**config.mk**
```make
export PLATFORM = sky130hd
export DESIGN_NAME = tdma_slot_registry_flat
export DESIGN_NICKNAME = d
export VERILOG_FILES = /design/src/sv/tsr_pkg.sv /design/src/sv/tsr_if.sv /design/src/sv/tsr_ram.sv /design/src/sv/tsr_alu.sv /design/src/sv/tsr_ctrl.sv /design/src/sv/tdma_slot_registry.sv /design/src/flat_wrapper.sv
export SDC_FILE = /design/constraint.sdc
export NUM_CORES = 1
export LEC_CHECK = 0
export BUFFER_PORTS_ARGS = -buffer_cell sky130_fd_sc_hd__buf_2
export CORE_ASPECT_RATIO = 0.8
export CORE_MARGIN = 1.5
export CORE_UTILIZATION = 60
export CTS_CLUSTER_SIZE = 12
export DETAILED_ROUTE_END_ITERATION = 16
export PLACE_DENSITY = 0.85
export SYNTH_ARGS = -nofsm -noshare
export SYNTH_HDL_FRONTEND = slang
export SYNTH_SLANG_ARGS = --single-unit
export TNS_END_PERCENT = 10
```
**constraint.sdc**
```tcl
create_clock -name clk -period 7.24 [get_ports clk]
set_input_delay 1.448 -clock clk [delete_from_list [all_inputs] [get_ports clk]]
set_output_delay 1.448 -clock clk [all_outputs]
set_load 0.01 [all_outputs]
```
**src/sv/tsr_pkg.sv**
```systemverilog
package tsr_pkg;

    localparam int DEV_W  = 8;
    localparam int TIME_W = 32;
    localparam int CNT_O_W = 5;

    // APB byte addresses of the configuration registers
    localparam logic [3:0] ADDR_CHANNEL_ID   = 4'h0;
    localparam logic [3:0] ADDR_MAX_DEVICES  = 4'h4;
    localparam logic [3:0] ADDR_TIMEOUT_MS   = 4'h8;
    localparam logic [3:0] ADDR_BROADCAST_ID = 4'hC;

    localparam logic [7:0]  RST_CHANNEL_ID   = 8'd0;
    localparam logic [4:0]  RST_MAX_DEVICES  = 5'd16;
    localparam logic [31:0] RST_TIMEOUT_MS   = 32'd30000;
    localparam logic [7:0]  RST_BROADCAST_ID = 8'hFF;

    localparam logic [7:0] REJECT_SLOT = 8'hFF;

    // shared unit operations
    localparam logic OP_MATCH = 1'b0;
    localparam logic OP_AGE   = 1'b1;

    typedef struct packed {
        logic [7:0]  channel_id;
        logic [4:0]  max_devices;
        logic [31:0] timeout_ms;
        logic [7:0]  broadcast_id;
    } tsr_cfg_t;

    typedef struct packed {
        logic              op;
        logic [DEV_W-1:0]  key_a;
        logic [DEV_W-1:0]  key_b;
        logic [TIME_W-1:0] now;
        logic [TIME_W-1:0] seen;
        logic [TIME_W-1:0] timeout;
    } tsr_alu_in_t;

endpackage

```
**src/sv/tsr_if.sv**
```systemverilog
interface tsr_req_if;
    logic        valid;
    logic        ready;
    logic        req_type;
    logic [7:0]  dev_id;
    logic        is_join;
    logic [31:0] now_ms;

    modport source (output valid, output req_type, output dev_id, output is_join,
                    output now_ms, input ready);
    modport sink   (input valid, input req_type, input dev_id, input is_join,
                    input now_ms, output ready);
endinterface

interface tsr_res_if;
    logic       valid;
    logic       ready;
    logic [7:0] target_dev;
    logic [7:0] assign_channel;
    logic [7:0] slot_index;
    logic [4:0] slot_total;
    logic [7:0] map_version;
    logic       rejected;
    logic       last;

    modport source (output valid, output target_dev, output assign_channel,
                    output slot_index, output slot_total, output map_version,
                    output rejected, output last, input ready);
    modport sink   (input valid, input target_dev, input assign_channel,
                    input slot_index, input slot_total, input map_version,
                    input rejected, input last, output ready);
endinterface

```
**src/sv/tsr_ram.sv**
```systemverilog
module tsr_ram #(
    parameter int WIDTH = 40,
    parameter int DEPTH = 16
) (
    input  logic                                         clk,
    input  logic                                         wr_en,
    input  logic [((DEPTH > 1) ? $clog2(DEPTH) : 1)-1:0] wr_addr,
    input  logic [WIDTH-1:0]                             wr_data,
    input  logic                                         rd_en,
    input  logic [((DEPTH > 1) ? $clog2(DEPTH) : 1)-1:0] rd_addr,
    output logic [WIDTH-1:0]                             rd_data
);
    logic [WIDTH-1:0] mem_reg [DEPTH];
    logic [WIDTH-1:0] rd_data_reg;

    always_ff @(posedge clk)
    begin
        if (wr_en)
        begin
            mem_reg[wr_addr] <= wr_data;
        end
        if (rd_en)
        begin
            rd_data_reg <= mem_reg[rd_addr];
        end
    end

    assign rd_data = rd_data_reg;

endmodule

```
**src/sv/tsr_alu.sv**
```systemverilog
module tsr_alu (
    input  tsr_pkg::tsr_alu_in_t alu_in,
    output logic                 hit
);
    logic [tsr_pkg::TIME_W-1:0] age;

    // wrapping age, so a counter rollover between frames is harmless
    assign age = alu_in.now - alu_in.seen;

    always_comb
    begin
        case (alu_in.op)
            tsr_pkg::OP_MATCH: hit = (alu_in.key_a == alu_in.key_b);
            tsr_pkg::OP_AGE:   hit = (age > alu_in.timeout);
            default:           hit = 1'b0;
        endcase
    end

endmodule

```
**src/sv/tsr_ctrl.sv**
```systemverilog
module tsr_ctrl #(
    parameter int TABLE_DEPTH = 16
) (
    input  logic              clk,
    input  logic              rst_n,
    input  tsr_pkg::tsr_cfg_t cfg,
    tsr_req_if.sink           req,
    tsr_res_if.source         res
);
    localparam int IDX_W = (TABLE_DEPTH > 1) ? $clog2(TABLE_DEPTH) : 1;
    localparam int CNT_W = $clog2(TABLE_DEPTH + 1);
    localparam int ENT_W = tsr_pkg::DEV_W + tsr_pkg::TIME_W;
    localparam logic [4:0] DEPTH_LIM = 5'(TABLE_DEPTH);

    localparam logic [2:0] ST_IDLE    = 3'd0;
    localparam logic [2:0] ST_SCAN    = 3'd1;
    localparam logic [2:0] ST_EXP     = 3'd2;
    localparam logic [2:0] ST_EMIT_RD = 3'd3;
    localparam logic [2:0] ST_EMIT_LD = 3'd4;
    localparam logic [2:0] ST_REJ     = 3'd5;

    logic [2:0]       state_reg, state_next;
    logic [CNT_W-1:0] count_reg, count_next;
    logic [CNT_W-1:0] rd_idx_reg, rd_idx_next;
    logic [CNT_W-1:0] wr_idx_reg, wr_idx_next;
    logic             chk_vld_reg, chk_vld_next;
    logic [IDX_W-1:0] chk_idx_reg, chk_idx_next;
    logic             changed_reg, changed_next;
    logic [7:0]       version_reg, version_next;
    logic [4:0]       slots_reg, slots_next;
    logic [7:0]       dev_reg, dev_next;
    logic             join_reg, join_next;
    logic [31:0]      now_reg, now_next;

    logic             out_vld_reg, out_vld_next;
    logic [7:0]       out_dev_reg, out_dev_next;
    logic [7:0]       out_chan_reg, out_chan_next;
    logic [7:0]       out_slot_reg, out_slot_next;
    logic [4:0]       out_total_reg, out_total_next;
    logic [7:0]       out_ver_reg, out_ver_next;
    logic             out_rej_reg, out_rej_next;
    logic             out_last_reg, out_last_next;

    logic             ram_wr_en;
    logic [IDX_W-1:0] ram_wr_addr;
    logic [ENT_W-1:0] ram_wr_data;
    logic             ram_rd_en;
    logic [IDX_W-1:0] ram_rd_addr;
    logic [ENT_W-1:0] ram_rd_data;

    tsr_pkg::tsr_alu_in_t alu_in;
    logic                 alu_hit;

    logic             out_free;
    logic             issue;
    logic             walk_done;
    logic [4:0]       join_limit;
    logic             emit_go;
    logic [CNT_W-1:0] emit_cnt;
    logic             emit_last;

    tsr_ram #(
        .WIDTH (ENT_W),
        .DEPTH (TABLE_DEPTH)
    ) u_ram (
        .clk     (clk),
        .wr_en   (ram_wr_en),
        .wr_addr (ram_wr_addr),
        .wr_data (ram_wr_data),
        .rd_en   (ram_rd_en),
        .rd_addr (ram_rd_addr),
        .rd_data (ram_rd_data)
    );

    always_comb
    begin
        alu_in.op      = (state_reg == ST_EXP) ? tsr_pkg::OP_AGE : tsr_pkg::OP_MATCH;
        alu_in.key_a   = ram_rd_data[ENT_W-1:tsr_pkg::TIME_W];
        alu_in.key_b   = dev_reg;
        alu_in.now     = now_reg;
        alu_in.seen    = ram_rd_data[tsr_pkg::TIME_W-1:0];
        alu_in.timeout = cfg.timeout_ms;
    end

    tsr_alu u_alu (
        .alu_in (alu_in),
        .hit    (alu_hit)
    );

    assign out_free   = !out_vld_reg || res.ready;
    assign issue      = (rd_idx_reg < count_reg);
    assign walk_done  = !chk_vld_reg && !issue;
    assign join_limit = (cfg.max_devices < DEPTH_LIM) ? cfg.max_devices : DEPTH_LIM;
    assign emit_last  = ((rd_idx_reg + CNT_W'(1)) == count_reg);

    always_comb
    begin
        state_next     = state_reg;
        count_next     = count_reg;
        rd_idx_next    = rd_idx_reg;
        wr_idx_next    = wr_idx_reg;
        chk_vld_next   = chk_vld_reg;
        chk_idx_next   = chk_idx_reg;
        changed_next   = changed_reg;
        version_next   = version_reg;
        slots_next     = slots_reg;
        dev_next       = dev_reg;
        join_next      = join_reg;
        now_next       = now_reg;
        out_vld_next   = out_vld_reg;
        out_dev_next   = out_dev_reg;
        out_chan_next  = out_chan_reg;
        out_slot_next  = out_slot_reg;
        out_total_next = out_total_reg;
        out_ver_next   = out_ver_reg;
        out_rej_next   = out_rej_reg;
        out_last_next  = out_last_reg;
        ram_wr_en      = 1'b0;
        ram_wr_addr    = chk_idx_reg;
        ram_wr_data    = {dev_reg, now_reg};
        ram_rd_en      = 1'b0;
        ram_rd_addr    = rd_idx_reg[IDX_W-1:0];
        emit_go        = 1'b0;
        emit_cnt       = count_reg;

        if (res.ready)
        begin
            out_vld_next = 1'b0;
        end

        case (state_reg)
            ST_IDLE:
            begin
                if (req.valid)
                begin
                    dev_next     = req.dev_id;
                    join_next    = req.is_join;
                    now_next     = req.now_ms;
                    rd_idx_next  = '0;
                    wr_idx_next  = '0;
                    chk_vld_next = 1'b0;
                    changed_next = 1'b0;
                    state_next   = req.req_type ? ST_EXP : ST_SCAN;
                end
            end

            ST_SCAN:
            begin
                if (dev_reg == cfg.broadcast_id)
                begin
                    state_next = ST_IDLE;
                end
                else
                begin
                    // read one entry a cycle, compare it the cycle after
                    ram_rd_en    = issue;
                    chk_vld_next = issue;
                    chk_idx_next = rd_idx_reg[IDX_W-1:0];
                    if (issue)
                    begin
                        rd_idx_next = rd_idx_reg + CNT_W'(1);
                    end
                    if (chk_vld_reg && alu_hit)
                    begin
                        ram_wr_en  = 1'b1;
                        state_next = ST_IDLE;
                    end
                    else if (walk_done)
                    begin
                        if (!join_reg)
                        begin
                            state_next = ST_IDLE;
                        end
                        else if (5'(count_reg) >= join_limit)
                        begin
                            state_next = ST_REJ;
                        end
                        else
                        begin
                            ram_wr_en   = 1'b1;
                            ram_wr_addr = count_reg[IDX_W-1:0];
                            count_next  = count_reg + CNT_W'(1);
                            emit_go     = 1'b1;
                            emit_cnt    = count_reg + CNT_W'(1);
                        end
                    end
                end
            end

            ST_EXP:
            begin
                ram_rd_en    = issue;
                chk_vld_next = issue;
                chk_idx_next = rd_idx_reg[IDX_W-1:0];
                if (issue)
                begin
                    rd_idx_next = rd_idx_reg + CNT_W'(1);
                end
                if (chk_vld_reg)
                begin
                    if (alu_hit)
                    begin
                        changed_next = 1'b1;
                    end
                    else
                    begin
                        // survivors slide down; write index never passes read index
                        ram_wr_en   = 1'b1;
                        ram_wr_addr = wr_idx_reg[IDX_W-1:0];
                        ram_wr_data = ram_rd_data;
                        wr_idx_next = wr_idx_reg + CNT_W'(1);
                    end
                end
                else if (walk_done)
                begin
                    if (changed_reg)
                    begin
                        count_next = wr_idx_reg;
                        emit_go    = 1'b1;
                        emit_cnt   = wr_idx_reg;
                    end
                    else
                    begin
                        state_next = ST_IDLE;
                    end
                end
            end

            ST_EMIT_RD:
            begin
                ram_rd_en  = 1'b1;
                state_next = ST_EMIT_LD;
            end

            ST_EMIT_LD:
            begin
                if (out_free)
                begin
                    out_vld_next   = 1'b1;
                    out_dev_next   = ram_rd_data[ENT_W-1:tsr_pkg::TIME_W];
                    out_chan_next  = cfg.channel_id;
                    out_slot_next  = 8'(rd_idx_reg);
                    out_total_next = slots_reg;
                    out_ver_next   = version_reg;
                    out_rej_next   = 1'b0;
                    out_last_next  = emit_last;
                    rd_idx_next    = rd_idx_reg + CNT_W'(1);
                    state_next     = emit_last ? ST_IDLE : ST_EMIT_RD;
                end
            end

            ST_REJ:
            begin
                if (out_free)
                begin
                    out_vld_next   = 1'b1;
                    out_dev_next   = dev_reg;
                    out_chan_next  = cfg.channel_id;
                    out_slot_next  = tsr_pkg::REJECT_SLOT;
                    out_total_next = slots_reg;
                    out_ver_next   = version_reg;
                    out_rej_next   = 1'b1;
                    out_last_next  = 1'b1;
                    state_next     = ST_IDLE;
                end
            end

            default:
            begin
                state_next = ST_IDLE;
            end
        endcase

        // map changed: new version, then walk the table for assignments unless it is now empty
        if (emit_go)
        begin
            version_next = version_reg + 8'd1;
            slots_next   = (emit_cnt == '0) ? 5'd1 : 5'(emit_cnt);
            rd_idx_next  = '0;
            state_next   = (emit_cnt == '0) ? ST_IDLE : ST_EMIT_RD;
        end
    end

    always_ff @(posedge clk or negedge rst_n)
    begin
        if (!rst_n)
        begin
            state_reg   <= ST_IDLE;
            count_reg   <= '0;
            chk_vld_reg <= 1'b0;
            version_reg <= 8'd0;
            slots_reg   <= 5'd1;
            out_vld_reg <= 1'b0;
        end
        else
        begin
            state_reg   <= state_next;
            count_reg   <= count_next;
            chk_vld_reg <= chk_vld_next;
            version_reg <= version_next;
            slots_reg   <= slots_next;
            out_vld_reg <= out_vld_next;
        end
    end

    always_ff @(posedge clk)
    begin
        rd_idx_reg    <= rd_idx_next;
        wr_idx_reg    <= wr_idx_next;
        chk_idx_reg   <= chk_idx_next;
        changed_reg   <= changed_next;
        dev_reg       <= dev_next;
        join_reg      <= join_next;
        now_reg       <= now_next;
        out_dev_reg   <= out_dev_next;
        out_chan_reg  <= out_chan_next;
        out_slot_reg  <= out_slot_next;
        out_total_reg <= out_total_next;
        out_ver_reg   <= out_ver_next;
        out_rej_reg   <= out_rej_next;
        out_last_reg  <= out_last_next;
    end

    assign req.ready          = (state_reg == ST_IDLE);
    assign res.valid          = out_vld_reg;
    assign res.target_dev     = out_dev_reg;
    assign res.assign_channel = out_chan_reg;
    assign res.slot_index     = out_slot_reg;
    assign res.slot_total     = out_total_reg;
    assign res.map_version    = out_ver_reg;
    assign res.rejected       = out_rej_reg;
    assign res.last           = out_last_reg;

endmodule

```
**src/sv/tdma_slot_registry.sv**
```systemverilog
// Channel  Dir  Handshake        Payload
// req      in   valid/ready      req_type, dev_id, is_join, now_ms
// res      out  valid/ready      target_dev, assign_channel, slot_index, slot_total,
//                                map_version, rejected, last
// apb      in   psel/penable     channel_id, max_devices, timeout_ms, broadcast_id
//
// One item at a time; the table walk, one entry a cycle through the entry RAM, sets the pace.
// Uplink: searches the n entries, then on a join reads out and emits each assignment.
// Tick: ages and compacts the n entries, then on a change reads out and emits each assignment.
// req.ready is high only when idle; a waiting result does not hold off the next item.
// res stalls hold the walk in place. No clearing pass after reset.
module tdma_slot_registry #(
    parameter int TABLE_DEPTH = 16
) (
    input  logic        clk,
    input  logic        rst_n,
    input  logic        psel,
    input  logic        penable,
    input  logic        pwrite,
    input  logic [3:0]  paddr,
    input  logic [31:0] pwdata,
    output logic [31:0] prdata,
    output logic        pready,
    tsr_req_if.sink     req,
    tsr_res_if.source   res
);
    logic [7:0]  channel_id_reg;
    logic [4:0]  max_devices_reg;
    logic [31:0] timeout_ms_reg;
    logic [7:0]  broadcast_id_reg;
    logic        wr_stb;

    tsr_pkg::tsr_cfg_t cfg;

    assign pready = 1'b1;
    assign wr_stb = psel && penable && pwrite && pready;

    always_ff @(posedge clk or negedge rst_n)
    begin
        if (!rst_n)
        begin
            channel_id_reg   <= tsr_pkg::RST_CHANNEL_ID;
            max_devices_reg  <= tsr_pkg::RST_MAX_DEVICES;
            timeout_ms_reg   <= tsr_pkg::RST_TIMEOUT_MS;
            broadcast_id_reg <= tsr_pkg::RST_BROADCAST_ID;
        end
        else if (wr_stb)
        begin
            case (paddr)
                tsr_pkg::ADDR_CHANNEL_ID:   channel_id_reg   <= pwdata[7:0];
                tsr_pkg::ADDR_MAX_DEVICES:  max_devices_reg  <= pwdata[4:0];
                tsr_pkg::ADDR_TIMEOUT_MS:   timeout_ms_reg   <= pwdata;
                tsr_pkg::ADDR_BROADCAST_ID: broadcast_id_reg <= pwdata[7:0];
                default:                    ;
            endcase
        end
    end

    always_comb
    begin
        case (paddr)
            tsr_pkg::ADDR_CHANNEL_ID:   prdata = {24'd0, channel_id_reg};
            tsr_pkg::ADDR_MAX_DEVICES:  prdata = {27'd0, max_devices_reg};
            tsr_pkg::ADDR_TIMEOUT_MS:   prdata = timeout_ms_reg;
            tsr_pkg::ADDR_BROADCAST_ID: prdata = {24'd0, broadcast_id_reg};
            default:                    prdata = 32'd0;
        endcase
    end

    always_comb
    begin
        cfg.channel_id   = channel_id_reg;
        cfg.max_devices  = max_devices_reg;
        cfg.timeout_ms   = timeout_ms_reg;
        cfg.broadcast_id = broadcast_id_reg;
    end

    tsr_ctrl #(
        .TABLE_DEPTH (TABLE_DEPTH)
    ) u_ctrl (
        .clk   (clk),
        .rst_n (rst_n),
        .cfg   (cfg),
        .req   (req),
        .res   (res)
    );

endmodule

```
**src/flat_wrapper.sv**
```systemverilog
// flat-port wrapper written by rule: the top's interface ports become plain ports
module tdma_slot_registry_flat 
#(
    parameter int TABLE_DEPTH = 16
)
  (clk, rst_n, psel, penable, pwrite, paddr, pwdata, prdata, pready, req_valid, req_req_type, req_dev_id, req_is_join, req_now_ms, req_ready, res_valid, res_target_dev, res_assign_channel, res_slot_index, res_slot_total, res_map_version, res_rejected, res_last, res_ready);
  tsr_req_if req_i ();
  tsr_res_if res_i ();
  input  logic clk;
  input  logic rst_n;
  input  logic psel;
  input  logic penable;
  input  logic pwrite;
  input  logic [3:0] paddr;
  input  logic [31:0] pwdata;
  output logic [31:0] prdata;
  output logic pready;
  input wire logic [$bits(req_i.valid)-1:0] req_valid;
  input wire logic [$bits(req_i.req_type)-1:0] req_req_type;
  input wire logic [$bits(req_i.dev_id)-1:0] req_dev_id;
  input wire logic [$bits(req_i.is_join)-1:0] req_is_join;
  input wire logic [$bits(req_i.now_ms)-1:0] req_now_ms;
  output wire logic [$bits(req_i.ready)-1:0] req_ready;
  output wire logic [$bits(res_i.valid)-1:0] res_valid;
  output wire logic [$bits(res_i.target_dev)-1:0] res_target_dev;
  output wire logic [$bits(res_i.assign_channel)-1:0] res_assign_channel;
  output wire logic [$bits(res_i.slot_index)-1:0] res_slot_index;
  output wire logic [$bits(res_i.slot_total)-1:0] res_slot_total;
  output wire logic [$bits(res_i.map_version)-1:0] res_map_version;
  output wire logic [$bits(res_i.rejected)-1:0] res_rejected;
  output wire logic [$bits(res_i.last)-1:0] res_last;
  input wire logic [$bits(res_i.ready)-1:0] res_ready;
  assign req_i.valid = req_valid;
  assign req_i.req_type = req_req_type;
  assign req_i.dev_id = req_dev_id;
  assign req_i.is_join = req_is_join;
  assign req_i.now_ms = req_now_ms;
  assign req_ready = req_i.ready;
  assign res_valid = res_i.valid;
  assign res_target_dev = res_i.target_dev;
  assign res_assign_channel = res_i.assign_channel;
  assign res_slot_index = res_i.slot_index;
  assign res_slot_total = res_i.slot_total;
  assign res_map_version = res_i.map_version;
  assign res_rejected = res_i.rejected;
  assign res_last = res_i.last;
  assign res_i.ready = res_ready;
  tdma_slot_registry #(.TABLE_DEPTH(TABLE_DEPTH)) u_core (.clk(clk), .rst_n(rst_n), .psel(psel), .penable(penable), .pwrite(pwrite), .paddr(paddr), .pwdata(pwdata), .prdata(prdata), .pready(pready), .req(req_i), .res(res_i));
endmodule
```
# == Word level (Yosys, flattened, before mapping) ==
# Memory sizes are Yosys's and may differ from the RTL's. A register that Yosys moved wholly into a read port is not among the register bits.
# Cells that the tools add are included.
# totals
ram_bits,640
input_bits,85
out_inout_bits,74
mem_count,1
elab_cells,180
register_bits,171
# memory_table
name,depth,word_bits,read_ports,rd_ports_with_merged_regs,wr,line_no,rtl
u_core.u_ctrl.u_ram.mem_reg,16,40,1,1,1,tsr_ram.sv:13,logic [WIDTH-1:0] mem_reg [DEPTH];
# classes
n_eq_ne,26
bitwise_logic,1
n_lt_le_gt_ge,4
n_mux,89
reduce_logical,30
add_sub_neg,5
# op_table
cell,n
32-bit case mux with 4 select lines,1
40-bit two-way mux,3
5-bit two-way mux,16
3-bit two-way mux,12
32-bit > comparator,1
4-bit two-way mux,8
8-bit two-way mux,4
8-bit case mux with 2 select lines,2
32-bit subtractor,1
1-bit two-way mux,26
5-bit case mux with 2 select lines,2
5-bit case mux with 4 select lines,1
3-bit case mux with 6 select lines,1
8-bit == test,2
4-bit case mux with 2 select lines,2
5-bit by 1-bit adder with 5-bit output (second input constant),3
3-bit inequality test (second input constant),5
2-bit inequality test (second input constant),7
2-bit AND reduction,7
1-bit case mux with 2 select lines,6
4-bit AND reduction,3
8-bit by 1-bit adder with 8-bit output (second input constant),1
4-bit == test (second input constant),2
8-bit AND reduction,1
25 further kinds,38

# == Logic depth before layout (Yosys ltp) ==
# depth
depth_word,12
mapped_depth,24
depth_no_buf,23

# == Modules after synthesis ==
# From an unflattened synthesis, not the netlist that was laid out.
# unflattened
hier_cells,2145
area_unflattened_um2,36475.0
# by_module_without_submodules
module,area_each_um2,n_inst,seq_area_each_um2,cells_each
tsr_ram,25530.7,1,20419.6,1040
tsr_ctrl,5524.0,1,3319.4,515
tsr_alu,2813.9,1,0.0,422
tdma_slot_registry,2606.2,1,1346.3,168

# == Worst setup path after synthesis ==
# No wires, ideal clock.
# synth_timing
path_kind,reg-to-reg
start,register u_core.u_ctrl.now_reg[0]
end,memory u_core.u_ctrl.u_ram.mem_reg[7][0] (enable)
synth_period_minus_slack_ns,6.675
path_buffers,0
path_stages_with_launch,24
t_required_ns,6.803
t_arrival_ns,6.237
setup_ns,0.437
slack_ns,0.565
path_cell_list,edfxtp_1 -> inv_1 -> ha_1 -> inv_1 -> fa_1 -> a211oi_1 -> o211ai_1 -> nand3_1 -> a211oi_1 -> o41ai_2 -> o211a_1 -> o21bai_1 -> a21oi_1 -> xnor2_1 -> ha_1 -> nand4_1 -> or4_1 -> nor2_1 -> nand2_1 -> a31o_4 -> and3_4 -> o311ai_2 -> nand3_1 -> nor2_1
# synth_between
elab_chain_cells,9
elab_cells_between_ends,16
classes_between,1 x add/sub; 1 x order compare; 13 x mux; 1 x reduce/logical
# synth_rtl
item,line_no,rtl
from (decl),tsr_ctrl.sv:33,"logic [31:0] now_reg, now_next;"
from (signal assigned),tsr_ctrl.sv:314,now_reg <= now_next;
32-bit subtractor (*),tsr_alu.sv:8,assign age = alu_in.now - alu_in.seen;
32-bit > comparator (*),tsr_alu.sv:14,tsr_pkg::OP_AGE: hit = (age > alu_in.timeout);
1-bit case mux with 2 select lines (*),tsr_alu.sv:12,case (alu_in.op)
1-bit logical AND,tsr_ctrl.sv:163,if (chk_vld_reg && alu_hit)
1-bit two-way mux,tsr_ctrl.sv:163,
1-bit two-way mux,tsr_ctrl.sv:149,if (dev_reg == cfg.broadcast_id)
1-bit case mux with 2 select lines,tsr_ctrl.sv:131,case (state_reg)
1-bit two-way mux,tsr_ram.sv:18,if (wr_en)
1-bit two-way mux (not written as such),tsr_ram.sv:20,mem_reg[wr_addr] <= wr_data;
to (decl),tsr_ram.sv:13,
# Every way passes the cells marked *; elsewhere a longest branch is shown, timed or not.

# == Final worst setup path ==
# layout_timing
start,register u_core.u_ctrl.now_reg[0]
end,memory u_core.u_ctrl.u_ram.mem_reg[11][16] (enable)
# Same word-level chain as after synthesis.

==> flow_metrics.env <==
export IMPL_netlist_area_leader_share=0.646
export IMPL_yosysWarningCount=0
export IMPL_drc_errors=0
export IMPL_wirelength_mm=91.4
export IMPL_drive_above_1_share=0.289
export IMPL_mappedNetlistArea_um2=35700
export IMPL_vias=20400
export IMPL_crit_path_end_kind="flop"
export IMPL_avgViaCountPerCell=6.72
export IMPL_max_clock_freq_mhz=140
export IMPL_ir_worst_vdd_mv=0.296
export IMPL_cp_common_cell="nand3_1"
export IMPL_finalClockSkew_ns=0.0230
export IMPL_clock_tree_buffer_depth=3
export IMPL_n_fill_cell=3518
export IMPL_cts_root_buffer="clkbuf_16"
export IMPL_first_pass_iters=6
export IMPL_cts_htree_levels=3
export IMPL_cts_sinks=849
export IMPL_cts_hold_buffers_added=0
export IMPL_hold_viol=0
export IMPL_power_density_nw_per_um2=397
export IMPL_area_delta_synth_final_pct=13.1
export IMPL_critPathMaxFanout=21
export IMPL_cts_buffers=83
export IMPL_grt_total_usage=0.304
export IMPL_ios=159
export IMPL_die_h_um=221
export IMPL_cts_tree="done"
export IMPL_synth_ff_type="edfxtp_1"
export IMPL_setup_viol=0
export IMPL_synthArstFlopShare=0.0895
export IMPL_power_total_mw=16.0
export IMPL_ys_ff_latch=849
export IMPL_grt_pass1_wl_mm=134
export IMPL_grt_max_degree=69
export IMPL_finalCritPeriodShare=0.987
export IMPL_syn_inst=1974
export IMPL_synth_enable_flop_cells=768
export IMPL_arrival_ns=7.41
export IMPL_final_common_cell="edfxtp_1"
export IMPL_wl_per_cell_um=30.1
export IMPL_cp_start_kind="flop"
export IMPL_fp_dieW_um=276
export IMPL_maxCapViolations=0
export IMPL_first_iter_violations=2630
export IMPL_largest_reg_flops=640
export IMPL_tightest_slew_ns=1.32
export IMPL_coreArea_um2=58500
export IMPL_critPathMaxStageDelay_ns=0.65
export IMPL_power_leakage_nw=14.0
export IMPL_criticalPathCategory="reg -> reg"
export IMPL_gp_congestion=0.923
export IMPL_antenna_left=0
export IMPL_overflow=0
export IMPL_dp_hpwl_mm=54.0
export IMPL_min_period_ns=7.14
export IMPL_finalMaxSlewViolations=0
export IMPL_synth_net_count=2137
export IMPL_grt_pass1_vias=20400
export IMPL_antenna_found_initial=1
export IMPL_io_buffer_count=157
export IMPL_critPathRequiredTime_ns=7.51
export IMPL_crit_slowest_cell="or4_1"
export IMPL_layout_common_cells="edfxtp_1, mux4_2, buf_2, nand2_1, inv_1"
export IMPL_yosysSeqAreaShare=0.702
export IMPL_placementRows=79
export IMPL_die_area_um2=61000
export IMPL_synth_top_area_cell="edfxtp_1"
export IMPL_rsz0062_at_grt="true"
export IMPL_synth_area_leaders="edfxtp_1, mux4_2, dfrtp_1, ha_1, mux2_2"
export IMPL_cts_reportedPaths_clkPinSlew_ns=0.06
export IMPL_ys_types=95
export IMPL_hold_path_class="reg -> reg"
export IMPL_initial_utilization=0.610
export IMPL_insertion_delay_ns=0.63
export IMPL_slew_limit_headroom=0.116
export IMPL_finalCoreUtilization=0.690
export IMPL_nets=2361
export IMPL_syn_area_per_cell_um2=18.1
export IMPL_status="completed"
==> layout make-up <==
class                           instances  area [µm²]  area share
Timing Repair Buffer                  213        1380      0.0343
Clock inverter                          8        80.1     0.00198
Clock buffer                          141        2400      0.0593
Tap cell                              769         962      0.0238
Multi-Input combinational cell        958       10100       0.251
Inverter                               93         354     0.00876
Sequential cell                       849       25100       0.621
Antenna cell                            1        2.50   0.0000619
==> routing by layer <==
layer  share of wire  vias to the layer above  global-route usage  routed length, µm
met4           0.036                        0               0.103               3290
met1            0.37                    10400               0.415              33900
met3            0.10                      243              0.0684               9360
li1                -                     8344                   -                  -
met5               0                        -                   0                  0
met2            0.49                     1423               0.490              44800
==> where the power goes <==
group / internal [mW] / total [mW] / switching (mW)
logic: 2.12 / 5.32 / 3.20
clock network: 2.25 / 4.01 / 1.76
registers: 6.27 / 6.69 / 0.424
total: 10.6 / 16.0 / 5.39
==> logic make-up (layout without fill, tap and decap cells) <==
family | after synthesis | count (layout) | synth area share
adders and majority gates | 78 | 78 | 0.0275
buffers and inverters | 167 | 455 | 0.0185
AOI/OAI and AO/OA | 237 | 237 | 0.0475
muxes | 263 | 263 | 0.146
and+or+nand+nor | 319 | 319 | 0.0435
DFF | 849 | 849 | 0.702
other | 1 | 2 | 0.000105
xor gates and xnor gates | 60 | 60 | 0.0147
==> worst max-delay path: cells and delay by family, from the launching register on <==
family                     cells  cell delay (ns)
and+or+nand+nor               10             2.58
buffers and inverters          4             0.79
DFF                            1             0.38
AOI/OAI and AO/OA              7             1.85
xor gates and xnor gates       1             0.15
adders and majority gates      3             0.99
==> path summary, 6_finish.rpt <==
path / startpoint / end / slack (ns) / cells after the start
max: u_core.u_ctrl.now_reg[0] / u_core.u_ctrl.u_ram.mem_reg[11][16] / 0.1 / 25
min: u_core.u_ctrl.slots_reg[3] / u_core.u_ctrl.res.slot_total[3] / 0.46 / 0
max reg2reg: u_core.u_ctrl.now_reg[0] / u_core.u_ctrl.u_ram.mem_reg[11][16] / 0.1 / 25
min reg2reg: u_core.u_ctrl.slots_reg[3] / u_core.u_ctrl.res.slot_total[3] / 0.46 / 0
max in group asynchronous: rst_n / u_core.timeout_ms_reg[16] / 5.35 / 2
min in group asynchronous: rst_n / u_core.u_ctrl.version_reg[2] / 0.64 / 1
==> synthesized netlist by cell type, types with 7 or more instances <==
cell	count
a211oi_1	7
a21o_1	26
a21oi_1	42
a221o_1	7
a31oi_1	8
and3_1	10
buf_1	16
clkbuf_1	47
dfrtp_1	59
dfstp_2	17
edfxtp_1	768
ha_1	77
inv_1	92
mux2_2	60
mux4_2	200
nand2_1	100
nand2b_1	12
nand3_1	38
nand4_1	12
nor2_1	80
nor3_1	31
o21a_1	9
o21ai_0	62
o21bai_1	7
xnor2_1	47
xor2_1	13
==> stage by stage <==
step	cell area [µm²]	setup TNS, ns	hold WS, ns	cells	worst slack, ns
after global routing	40400	-5.11	0.472	3032	-0.0663
after global placement	37800	0	0.447	2875	0.600
final	40400	0	0.457	3032	0.0968
after CTS	40300	0	0.463	3024	0.145
after detailed placement	37800	0	0.447	2875	0.295
after floorplan	35700	0	0.426	1974	0.565
==> what timing repair did <==
| action | CTS | global route |
|---|---|---|
| buffers inserted | 0 | 7 |
| endpoints found under the setup margin | 0 | 292 |
| resized for setup | 0 | 2 |
No activity file was read; power rests on OpenSTA's default activity.
